--- src/design/pid_pkg.sv ---
// Shared types and constants for the PID controller step block.
// Used by pid_mul and pid_controller_step_top; no other dependencies.
package pid_pkg;

  typedef enum logic [1:0] {
    CMD_SAMPLE  = 2'd0,
    CMD_ENABLE  = 2'd1,
    CMD_DISABLE = 2'd2,
    CMD_RESET   = 2'd3
  } cmd_t;

  typedef enum logic [2:0] {
    REG_GAIN_P   = 3'd0,
    REG_GAIN_I   = 3'd1,
    REG_GAIN_D   = 3'd2,
    REG_IN_MIN   = 3'd3,
    REG_IN_MAX   = 3'd4,
    REG_OUT_MIN  = 3'd5,
    REG_OUT_MAX  = 3'd6,
    REG_CONT     = 3'd7
  } reg_idx_t;

  typedef enum logic [3:0] {
    S_IDLE,
    S_CLMP,
    S_ERR,
    S_WRAP,
    S_SAT,
    S_CAND,
    S_MSET,
    S_MGO,
    S_MWAIT,
    S_MPOST,
    S_MACC,
    S_OCLAMP,
    S_DONE
  } state_t;

  // Product slots: integrator check, then the three PID terms
  typedef enum logic [1:0] {
    T_INT,
    T_P,
    T_I,
    T_D
  } term_t;

  localparam int MUL_A_W   = 32;
  localparam int MUL_B_W   = 48;
  localparam int MUL_P_W   = MUL_A_W + MUL_B_W;
  localparam int MUL_STEPS = MUL_A_W;
  localparam int MUL_CNT_W = $clog2(MUL_STEPS);

  localparam logic [30:0] OUT_MAX_RESET = 31'd65536;
  localparam logic [46:0] TERM_LIMIT    = 47'h4000_0000_0000;

  typedef struct packed {
    logic               start;
    logic [MUL_A_W-1:0] a;
    logic [MUL_B_W-1:0] b;
  } mul_req_t;

  typedef struct packed {
    logic               done;
    logic [MUL_P_W-1:0] prod;
  } mul_rsp_t;

endpackage

--- src/design/pid_controller_step_top.sv ---
// PID controller step with integrator anti-windup, signed Q16.16.
// Depends on pid_pkg and pid_mul (shared bit-serial multiplier).
//
// A command other than an enabled sample goes from S_IDLE straight to S_DONE,
// where its result is loaded into the result register. An enabled sample
// passes five setup steps, the integrator check product, three PID term
// products (each waiting on the shared multiplier plus four control steps),
// the output clamp and the result load. The multiplier sets the rate; the
// next item is taken only once the current one has been loaded, and a stalled
// full result register holds it in S_DONE. Reset (rst_n low, synchronous)
// clears the loop state, restores register defaults and empties the output
// register.
module pid_controller_step_top (
  input  logic               clk,
  input  logic               rst_n,
  // input channel
  input  logic               in_valid,
  output logic               in_stall,
  input  logic [1:0]         in_cmd,
  input  logic signed [31:0] in_measurement,
  input  logic signed [31:0] in_target,
  // result channel
  output logic               out_valid,
  input  logic               out_stall,
  output logic signed [31:0] out_drive,
  output logic signed [32:0] out_loop_error,
  output logic               out_running,
  // configuration port
  input  logic               psel,
  input  logic               penable,
  input  logic               pwrite,
  input  logic [4:0]         paddr,
  input  logic [31:0]        pwdata,
  output logic [31:0]        prdata,
  output logic               pready
);
  import pid_pkg::*;

  // configuration registers
  logic signed [31:0] gain_p_r, gain_i_r, gain_d_r;
  logic [30:0]        in_min_r, in_max_r, out_min_r, out_max_r;
  logic               cont_r;

  // loop state
  state_t             state_r, state_nxt;
  term_t              k_r;
  logic               en_r;
  logic signed [47:0] sum_r;
  logic signed [32:0] prev_r;
  logic signed [32:0] last_error_r;
  logic signed [31:0] drive_r;

  // per-sample scratch
  logic signed [31:0] meas_r, tgt_r;
  logic signed [34:0] err_r;
  logic signed [47:0] cand_r;
  logic signed [33:0] diff_r;
  logic [31:0]        mul_a_r;
  logic [47:0]        mul_b_r;
  logic               neg_r;
  logic [46:0]        term_r;
  logic signed [48:0] acc_r;

  logic               out_valid_r;
  logic               in_acc, cfg_wr, mul_start, out_load;

  mul_req_t           mreq;
  mul_rsp_t           mrsp;

  pid_mul u_mul (
    .clk   (clk),
    .rst_n (rst_n),
    .req   (mreq),
    .rsp   (mrsp)
  );

  assign mreq.start = mul_start;
  assign mreq.a     = mul_a_r;
  assign mreq.b     = mul_b_r;

  // Magnitude clamp, sign kept; zero counts as positive.
  function automatic logic signed [31:0] mag_clamp32(logic signed [31:0] x,
                                                     logic [30:0] lo, logic [30:0] hi);
    logic [31:0] m;
    logic [31:0] r;
    logic signed [31:0] res;
    m = x[31] ? (~x + 32'd1) : x;
    if (m > {1'b0, hi}) begin
      r   = {1'b0, hi};
      res = x[31] ? (~r + 32'd1) : r;
    end else if (m < {1'b0, lo}) begin
      r   = {1'b0, lo};
      res = x[31] ? (~r + 32'd1) : r;
    end else begin
      res = x;
    end
    return res;
  endfunction

  // ---------------------------------------------------------------- datapath
  logic               in_clamp_on;
  logic signed [31:0] span;
  logic [33:0]        err_abs;
  logic               wrap_hit;
  logic signed [34:0] err_wrapped;
  logic               err_fits;
  logic signed [32:0] e_sat;
  logic signed [48:0] cand49;
  logic signed [47:0] cand_sat;
  logic signed [33:0] diff_nxt;
  logic signed [31:0] gsel;
  logic signed [47:0] opb;
  logic [31:0]        a_mag;
  logic [47:0]        b_mag;
  logic [80:0]        rounded;
  logic [64:0]        shifted;
  logic [46:0]        term_nxt;
  logic               integ_ok;
  logic [48:0]        acc_abs;
  logic [31:0]        oc_mag;
  logic signed [31:0] drive_nxt;

  always_comb begin
    in_clamp_on = in_max_r > in_min_r;
    span        = $signed({1'b0, in_max_r}) - $signed({1'b0, in_min_r});

    // shorter way round: compare 2*|e| against the span
    err_abs     = err_r[34] ? 34'(-err_r) : err_r[33:0];
    wrap_hit    = $signed({2'b00, err_abs, 1'b0}) > $signed({{5{span[31]}}, span});
    err_wrapped = (err_r > 0) ? err_r - {{3{span[31]}}, span}
                              : err_r + {{3{span[31]}}, span};

    err_fits = (err_r[34:32] == 3'b000) || (err_r[34:32] == 3'b111);
    e_sat    = err_fits ? err_r[32:0]
             : (err_r[34] ? 33'sh1_0000_0000 : 33'sh0_FFFF_FFFF);

    cand49   = {sum_r[47], sum_r} + {{16{last_error_r[32]}}, last_error_r};
    cand_sat = (cand49[48] == cand49[47]) ? cand49[47:0]
             : (cand49[48] ? 48'sh8000_0000_0000 : 48'sh7FFF_FFFF_FFFF);
    diff_nxt = {last_error_r[32], last_error_r} - {prev_r[32], prev_r};

    // operand select for the shared multiplier
    case (k_r)
      T_INT: begin
        gsel = gain_i_r;
        opb  = cand_r;
      end
      T_P: begin
        gsel = gain_p_r;
        opb  = {{15{last_error_r[32]}}, last_error_r};
      end
      T_I: begin
        gsel = gain_i_r;
        opb  = sum_r;
      end
      default: begin
        gsel = gain_d_r;
        opb  = {{14{diff_r[33]}}, diff_r};
      end
    endcase
    a_mag = gsel[31] ? (~gsel + 32'd1) : gsel;
    b_mag = opb[47] ? (~opb + 48'd1) : opb;

    // floor of the signed product >> 16, saturated at 2^46
    rounded  = neg_r ? ({1'b0, mrsp.prod} + 81'hFFFF) : {1'b0, mrsp.prod};
    shifted  = rounded[80:16];
    term_nxt = (shifted > {18'b0, TERM_LIMIT}) ? TERM_LIMIT : shifted[46:0];

    integ_ok = !gain_i_r[31] && (gain_i_r != 32'sd0)
             && (mrsp.prod < {33'b0, out_max_r, 16'b0})
             && (mrsp.prod > {33'b0, out_min_r, 16'b0});

    acc_abs = acc_r[48] ? (~acc_r + 49'd1) : acc_r;
    oc_mag  = '0;
    if (acc_abs > {18'b0, out_max_r}) begin
      oc_mag    = {1'b0, out_max_r};
      drive_nxt = acc_r[48] ? (~oc_mag + 32'd1) : oc_mag;
    end else if (acc_abs < {18'b0, out_min_r}) begin
      oc_mag    = {1'b0, out_min_r};
      drive_nxt = acc_r[48] ? (~oc_mag + 32'd1) : oc_mag;
    end else begin
      drive_nxt = acc_r[31:0];
    end
  end

  // ---------------------------------------------------------------- control
  always_comb begin
    state_nxt = state_r;
    unique case (state_r)
      S_IDLE: begin
        if (in_valid) begin
          state_nxt = (cmd_t'(in_cmd) == CMD_SAMPLE && en_r) ? S_CLMP : S_DONE;
        end
      end
      S_CLMP:  state_nxt = S_ERR;
      S_ERR:   state_nxt = S_WRAP;
      S_WRAP:  state_nxt = S_SAT;
      S_SAT:   state_nxt = S_CAND;
      S_CAND:  state_nxt = S_MSET;
      S_MSET:  state_nxt = S_MGO;
      S_MGO:   state_nxt = S_MWAIT;
      S_MWAIT: begin
        if (mrsp.done) begin
          state_nxt = S_MPOST;
        end
      end
      S_MPOST: state_nxt = (k_r == T_INT) ? S_MSET : S_MACC;
      S_MACC:  state_nxt = (k_r == T_D) ? S_OCLAMP : S_MSET;
      S_OCLAMP: state_nxt = S_DONE;
      S_DONE: begin
        if (!out_valid_r || !out_stall) begin
          state_nxt = S_IDLE;
        end
      end
      default: state_nxt = S_IDLE;
    endcase
  end

  always_comb begin
    in_stall  = (state_r != S_IDLE);
    mul_start = (state_r == S_MGO);
    out_load  = (state_r == S_DONE) && (!out_valid_r || !out_stall);
  end

  assign in_acc = in_valid && !in_stall;
  assign cfg_wr = psel && penable && pwrite && pready;

  // hold configuration and loop state
  always_ff @(posedge clk) begin
    if (!rst_n) begin
      state_r      <= S_IDLE;
      k_r          <= T_INT;
      en_r         <= 1'b0;
      sum_r        <= '0;
      prev_r       <= '0;
      last_error_r <= '0;
      drive_r      <= '0;
      out_valid_r  <= 1'b0;
      gain_p_r     <= '0;
      gain_i_r     <= '0;
      gain_d_r     <= '0;
      in_min_r     <= '0;
      in_max_r     <= '0;
      out_min_r    <= '0;
      out_max_r    <= OUT_MAX_RESET;
      cont_r       <= 1'b0;
    end else begin
      state_r <= state_nxt;

      if (cfg_wr) begin
        unique case (reg_idx_t'(paddr[4:2]))
          REG_GAIN_P:  gain_p_r  <= pwdata;
          REG_GAIN_I:  gain_i_r  <= pwdata;
          REG_GAIN_D:  gain_d_r  <= pwdata;
          REG_IN_MIN:  in_min_r  <= pwdata[30:0];
          REG_IN_MAX:  in_max_r  <= pwdata[30:0];
          REG_OUT_MIN: out_min_r <= pwdata[30:0];
          REG_OUT_MAX: out_max_r <= pwdata[30:0];
          REG_CONT:    cont_r    <= pwdata[0];
          default:     ;
        endcase
      end

      // commands take effect on acceptance; a disabled sample changes nothing
      if (in_acc) begin
        unique case (cmd_t'(in_cmd))
          CMD_SAMPLE:  ;
          CMD_ENABLE:  en_r <= 1'b1;
          CMD_DISABLE: en_r <= 1'b0;
          CMD_RESET: begin
            en_r    <= 1'b0;
            sum_r   <= '0;
            prev_r  <= '0;
            drive_r <= '0;
          end
          default: ;
        endcase
      end

      case (state_r)
        S_CLMP:  k_r <= T_INT;
        S_SAT:   last_error_r <= e_sat;
        S_MPOST: begin
          if (k_r == T_INT) begin
            if (integ_ok) begin
              sum_r <= cand_r;
            end
            k_r <= T_P;
          end
        end
        S_MACC:  k_r <= term_t'(k_r + 2'd1);
        S_OCLAMP: begin
          drive_r <= drive_nxt;
          prev_r  <= last_error_r;
        end
        default: ;
      endcase

      if (out_load) begin
        out_valid_r <= 1'b1;
      end else if (!out_stall) begin
        out_valid_r <= 1'b0;
      end
    end
  end

  // advance the per-sample scratch registers
  always_ff @(posedge clk) begin
    if (in_acc) begin
      meas_r <= in_measurement;
      tgt_r  <= in_target;
    end
    case (state_r)
      S_CLMP: begin
        if (in_clamp_on) begin
          meas_r <= mag_clamp32(meas_r, in_min_r, in_max_r);
          tgt_r  <= mag_clamp32(tgt_r, in_min_r, in_max_r);
        end
        acc_r <= '0;
      end
      S_ERR:  err_r <= {{3{tgt_r[31]}}, tgt_r} - {{3{meas_r[31]}}, meas_r};
      S_WRAP: begin
        if (cont_r && wrap_hit) begin
          err_r <= err_wrapped;
        end
      end
      S_CAND: begin
        cand_r <= cand_sat;
        diff_r <= diff_nxt;
      end
      S_MSET: begin
        mul_a_r <= a_mag;
        mul_b_r <= b_mag;
        neg_r   <= gsel[31] ^ opb[47];
      end
      S_MPOST: term_r <= term_nxt;
      S_MACC:  acc_r <= acc_r + (neg_r ? -$signed({2'b00, term_r}) : $signed({2'b00, term_r}));
      default: ;
    endcase
  end

  // result register: a finished item waits here while the next is accepted
  always_ff @(posedge clk) begin
    if (out_load) begin
      out_drive      <= drive_r;
      out_loop_error <= last_error_r;
      out_running    <= en_r;
    end
  end

  assign out_valid = out_valid_r;

  // configuration read-back
  assign pready = 1'b1;
  always_comb begin
    unique case (reg_idx_t'(paddr[4:2]))
      REG_GAIN_P:  prdata = gain_p_r;
      REG_GAIN_I:  prdata = gain_i_r;
      REG_GAIN_D:  prdata = gain_d_r;
      REG_IN_MIN:  prdata = {1'b0, in_min_r};
      REG_IN_MAX:  prdata = {1'b0, in_max_r};
      REG_OUT_MIN: prdata = {1'b0, out_min_r};
      REG_OUT_MAX: prdata = {1'b0, out_max_r};
      REG_CONT:    prdata = {31'b0, cont_r};
      default:     prdata = '0;
    endcase
  end

  // ---------------------------------------------------------------- checks
  a_mul_done_in_wait: assert property (@(posedge clk) disable iff (!rst_n)
    mrsp.done |-> state_r == S_MWAIT)
    else $error("multiplier finished outside its wait state");

  a_out_from_done: assert property (@(posedge clk) disable iff (!rst_n)
    $rose(out_valid_r) |-> $past(state_r) == S_DONE)
    else $error("result raised without a finished item");

  a_done_delivers: assert property (@(posedge clk) disable iff (!rst_n)
    (state_r == S_DONE && !out_stall) |=> (out_valid_r && state_r == S_IDLE))
    else $error("finished item not moved to the result register");

  a_mul_start_idle: assert property (@(posedge clk) disable iff (!rst_n)
    mul_start |=> state_r == S_MWAIT)
    else $error("multiplier started without waiting for it");

endmodule

--- src/design/pid_mul.sv ---
// Radix-2 shift-add multiplier for unsigned magnitudes, one multiplier bit per cycle.
// Depends on pid_pkg for widths and the request/response structs.
module pid_mul (
  input  logic              clk,
  input  logic              rst_n,
  input  pid_pkg::mul_req_t req,
  output pid_pkg::mul_rsp_t rsp
);
  import pid_pkg::*;

  logic [MUL_P_W-1:0]   acc_r;
  logic [MUL_B_W-1:0]   b_r;
  logic [MUL_CNT_W-1:0] cnt_r;
  logic                 busy_r;
  logic                 done_r;
  logic [MUL_B_W:0]     part;

  assign part = {1'b0, acc_r[MUL_P_W-1:MUL_A_W]} + (acc_r[0] ? {1'b0, b_r} : '0);

  always_ff @(posedge clk) begin
    if (!rst_n) begin
      busy_r <= 1'b0;
      done_r <= 1'b0;
      cnt_r  <= '0;
    end else begin
      done_r <= 1'b0;
      if (req.start) begin
        busy_r <= 1'b1;
        cnt_r  <= '0;
      end else if (busy_r) begin
        cnt_r <= cnt_r + 1'b1;
        if (cnt_r == MUL_CNT_W'(MUL_STEPS - 1)) begin
          busy_r <= 1'b0;
          done_r <= 1'b1;
        end
      end
    end
  end

  always_ff @(posedge clk) begin
    if (req.start) begin
      acc_r <= {{(MUL_P_W-MUL_A_W){1'b0}}, req.a};
      b_r   <= req.b;
    end else if (busy_r) begin
      acc_r <= {part, acc_r[MUL_A_W-1:1]};
    end
  end

  assign rsp.done = done_r;
  assign rsp.prod = acc_r;

endmodule
--- config.mk ---
export PLATFORM = sky130hd
export DESIGN_NAME = pid_controller_step_top
export DESIGN_NICKNAME = d
export VERILOG_FILES = /design/src/design/pid_pkg.sv /design/src/design/pid_controller_step_top.sv /design/src/design/pid_mul.sv
export SDC_FILE = /design/constraint.sdc
export NUM_CORES = 2
export LEC_CHECK = 0
export CAP_MARGIN = 40
export CORE_AREA = 2 2 486 488
export CTS_CLUSTER_SIZE = 14
export DETAILED_ROUTE_END_ITERATION = 6
export DIE_AREA = 0 0 488 490
export DONT_BUFFER_PORTS = 1
export SLEW_MARGIN = 20
export SYNTH_ARGS = -nofsm -noshare
export SYNTH_HDL_FRONTEND = slang
export SYNTH_SLANG_ARGS = --single-unit
--- constraint.sdc ---
create_clock -name clk -period 8.6 [get_ports clk]
set_clock_uncertainty 0.1 [all_clocks]
set_input_delay 0.43 -clock clk [delete_from_list [all_inputs] [get_ports clk]]
set_output_delay 0.43 -clock clk [all_outputs]
set_load 0.03 [all_outputs]
==> metrics.yaml <==
outcome:
  status: "finished with violations"
  violations: "design-rule violations"
grt:
  grt.met2_usage_pct: 33.2
  grt_first_pass_wirelength_um: 393000
  grtUsageMet1_pct: 29.1
  grt.met3_usage_pct: 4.40
  antenna_found_initial: 28
  busiest_layer: "met2"
  grt_max_degree: 94
  grt_overflow_total: 0
  grt_util_all_layers_pct: 21.4
  first_global_vias: 59900
floorplan:
  start_util_pct: 29.8
  row_count: 178
  die_x_um: 488
  pin_count: 211
  dieArea_um2: 239000
  core_area_um2: 234000
  die_h_um: 490
worst_setup_path:
  reg2reg_from: "err_r[2]$_DFFE_PP_"
  r2r_cells: 22
  crit_fanout: 7
  critical_path_class: "reg2reg"
  critPathLaunchType: "flip-flop"
  rrSetupSlack_ps: 1330
  required_ps: 8990
  crit_path_end_kind: "flip-flop"
  arrival_ps: 7660
  startpoint: "err_r[2]$_DFFE_PP_"
place:
  dp_cells: 11100
  hpwl_um: 206000
  portBuffers: 0
  gp_congestion: 0.966
synthesis:
  ys_seq_area_share_pct: 34.1
  syn_area_per_cell_um2: 8.48
  synthArstFlopShare_pct: 0
  synthesis.nets: 8907
  yosys_most_used_dff: "edfxtp_1"
  synth_edf_count: 504
  synth_area_um2: 69700
  synth_cell_types: 93
  ys_warn_count: 0
  ys_ff_latch: 934
  synthCells: 8221
power:
  p_switching_uw: 9780
  p_seq_share_pct: 29.9
  pwr-share-clk_pct: 21.2
  power_leakage_uw: 0.0298
  peakVddDrop_mv: 0.255
  cellPowerDensity_nw_per_um2: 288
  p_int_uw: 12800
  sw_frac_of_total_pct: 43.4
  pwr-share-comb_pct: 48.9
final_layout:
  multi_input_area_um2: 43400
  final_cells: 11400
  drive_above_1_share_pct: 5.82
  regArea_um2: 23700
  num-nets-final: 8854
  area_growth_pct: 12.4
  fill_cells: 24200
  layout_common_cells: "nand2_1, a21oi_1, ha_1"
  utilization_pct: 33.5
  final_common_cell: "nand2_1"
clocking:
  htreeDepth: 3
  clk_root_buffer_cell: "clkbuf_16"
  clockBufferDepth: 3
  clock_latency_ps: 760
  ctsResizeCount: 0
  cts_made_buffers: 108
  numClockSinks: 934
  cts.clk_slew.worst_paths_ps: 60
  cts_tree: "built"
drt:
  ant_nets: 0
  drt-initial-drc-count: 6451
  wl_per_cell_um: 23.3
  drt-pass1-iter-count: 7
  drcViolationCount: 8
  vias_per_cell: 5.56
  wl_um: 266000
  vias: 63500
timing:
  rsz0062_at_grt: "no"
  holdWs_ps: 31.4
  slew_violations: 0
  relSlewSlack_pct: 24.8
  finalCriticalPeriod_ps: 7270
  max_freq_mhz: 137
  hold_viol_final: 0
  setup_violations: 0
  fin_crit_sh_pct: 84.6
  fin_setup_tns_ps: 0
  tightest_slew_ps: 1130
min_path:
  hp-class: "in2reg"
  hold_path_startpoint: "in_target[18]"
  whs_path_depth: 3
flow_run:
  maxCapViolations: 0
[what timing repair did]
| action | CTS | global route |
|---|---|---|
| endpoints found under the hold margin | 359 | 1 |
| hold buffers | 88 | 2 |
| buffers inserted | 0 | 0 |
[worst max-delay path: stages, from the launching register on]
cell and delay, ps:
edfxtp_1 500, nor3_1 420, nand3_1 310, nor4_1 660, nand3_1 190, nor4_1 200, nand2_1 100, or3_1 370
nand2b_1 350, a21oi_1 200, fa_1 480, a211oi_1 420, nor4_1 130, nor4_1 300, buf_4 200, a311oi_1 160
a221o_1 470, a311oi_1 450, o21ai_0 260, a221oi_1 350, o21ai_0 170, xnor2_1 150, o21ai_1 70
[final timing paths]
check / end
worst max-delay path: err_r[34]$_DFFE_PP_
worst min-delay path: tgt_r[18]$_DFFE_PP_
worst max register to register: err_r[34]$_DFFE_PP_
worst min register to register: u_mul.b_r[34]$_DFFE_PP_
[power groups by stage]
stage	registers [uW]	logic (uW)	clock network [uW]
6_report	6750	11000	4780
5_1_grt	6810	12100	5020
4_1_cts	6750	10900	4870
3_5_place_dp	6840	10700	0
3_3_place_gp	6830	10600	0
2_1_floorplan	6270	7870	0
[kinds of logic after synthesis]
logic type | share of synthesized area (%)
other cells | 0.00538
flops | 34.1
xor+xnor | 9.11
buf+inv | 4.06
fa+ha+maj | 10.6
simple gates | 18.8
compound gates | 19.9
mux | 3.50
[through the flow]
stage	total power, uW	setup slack (ps)	instance area, um^2
floorplan	14100	1620	69700
global placement	17400	1250	73300
detailed placement	17600	1370	73600
CTS	22500	1350	78100
global route	24000	599	78300
finish	22600	1330	78300
[cells in the mapped netlist, types with 105 or more instances]
master,number,area share [%]
o21ai_0,493,3.5
a21oi_1,718,5.2
xor2_1,180,2.3
nand2b_1,114,1.0
edfxtp_1,504,22
nand2_1,1238,6.7
inv_1,322,1.7
clkbuf_1,380,2.0
mux2i_1,208,3.0
ha_1,569,10
nand3_1,147,1.1
nor3_1,105,0.75
nand4_1,117,1.1
dfxtp_1,430,12
a21o_1,207,2.2
nor2_1,491,2.6
xnor2_1,545,6.8
[flip-flops by register name, summed over array words and instances (netlist names), 33 cells and up]
register        cells
cand_r             48
u_mul.acc_r        80
err_r              35
prev_r             33
acc_r              49
u_mul.b_r          48
out_loop_error     33
last_error_r       33
diff_r             34
sum_r              48
term_r             47
mul_b_r            48
[routing by layer]
layer  up-vias  part of all wire [%]
li1      29700                     -
met1     30700                    44
met2      2573                    44
met3       497                   8.4
met4        12                   4.2
met5         -                 0.028
[cell type report]
cell class                 instances  area share, %
multi-input combinational       6547           55.4
clock inverter                    68          0.914
timing repair buffer             253           3.05
sequential                       934           30.3
clock buffer                     135           3.72
inverter                         324           1.57
antenna                            8         0.0256
tap                             3150           5.03
No activity file was read; power rests on OpenSTA's default activity.
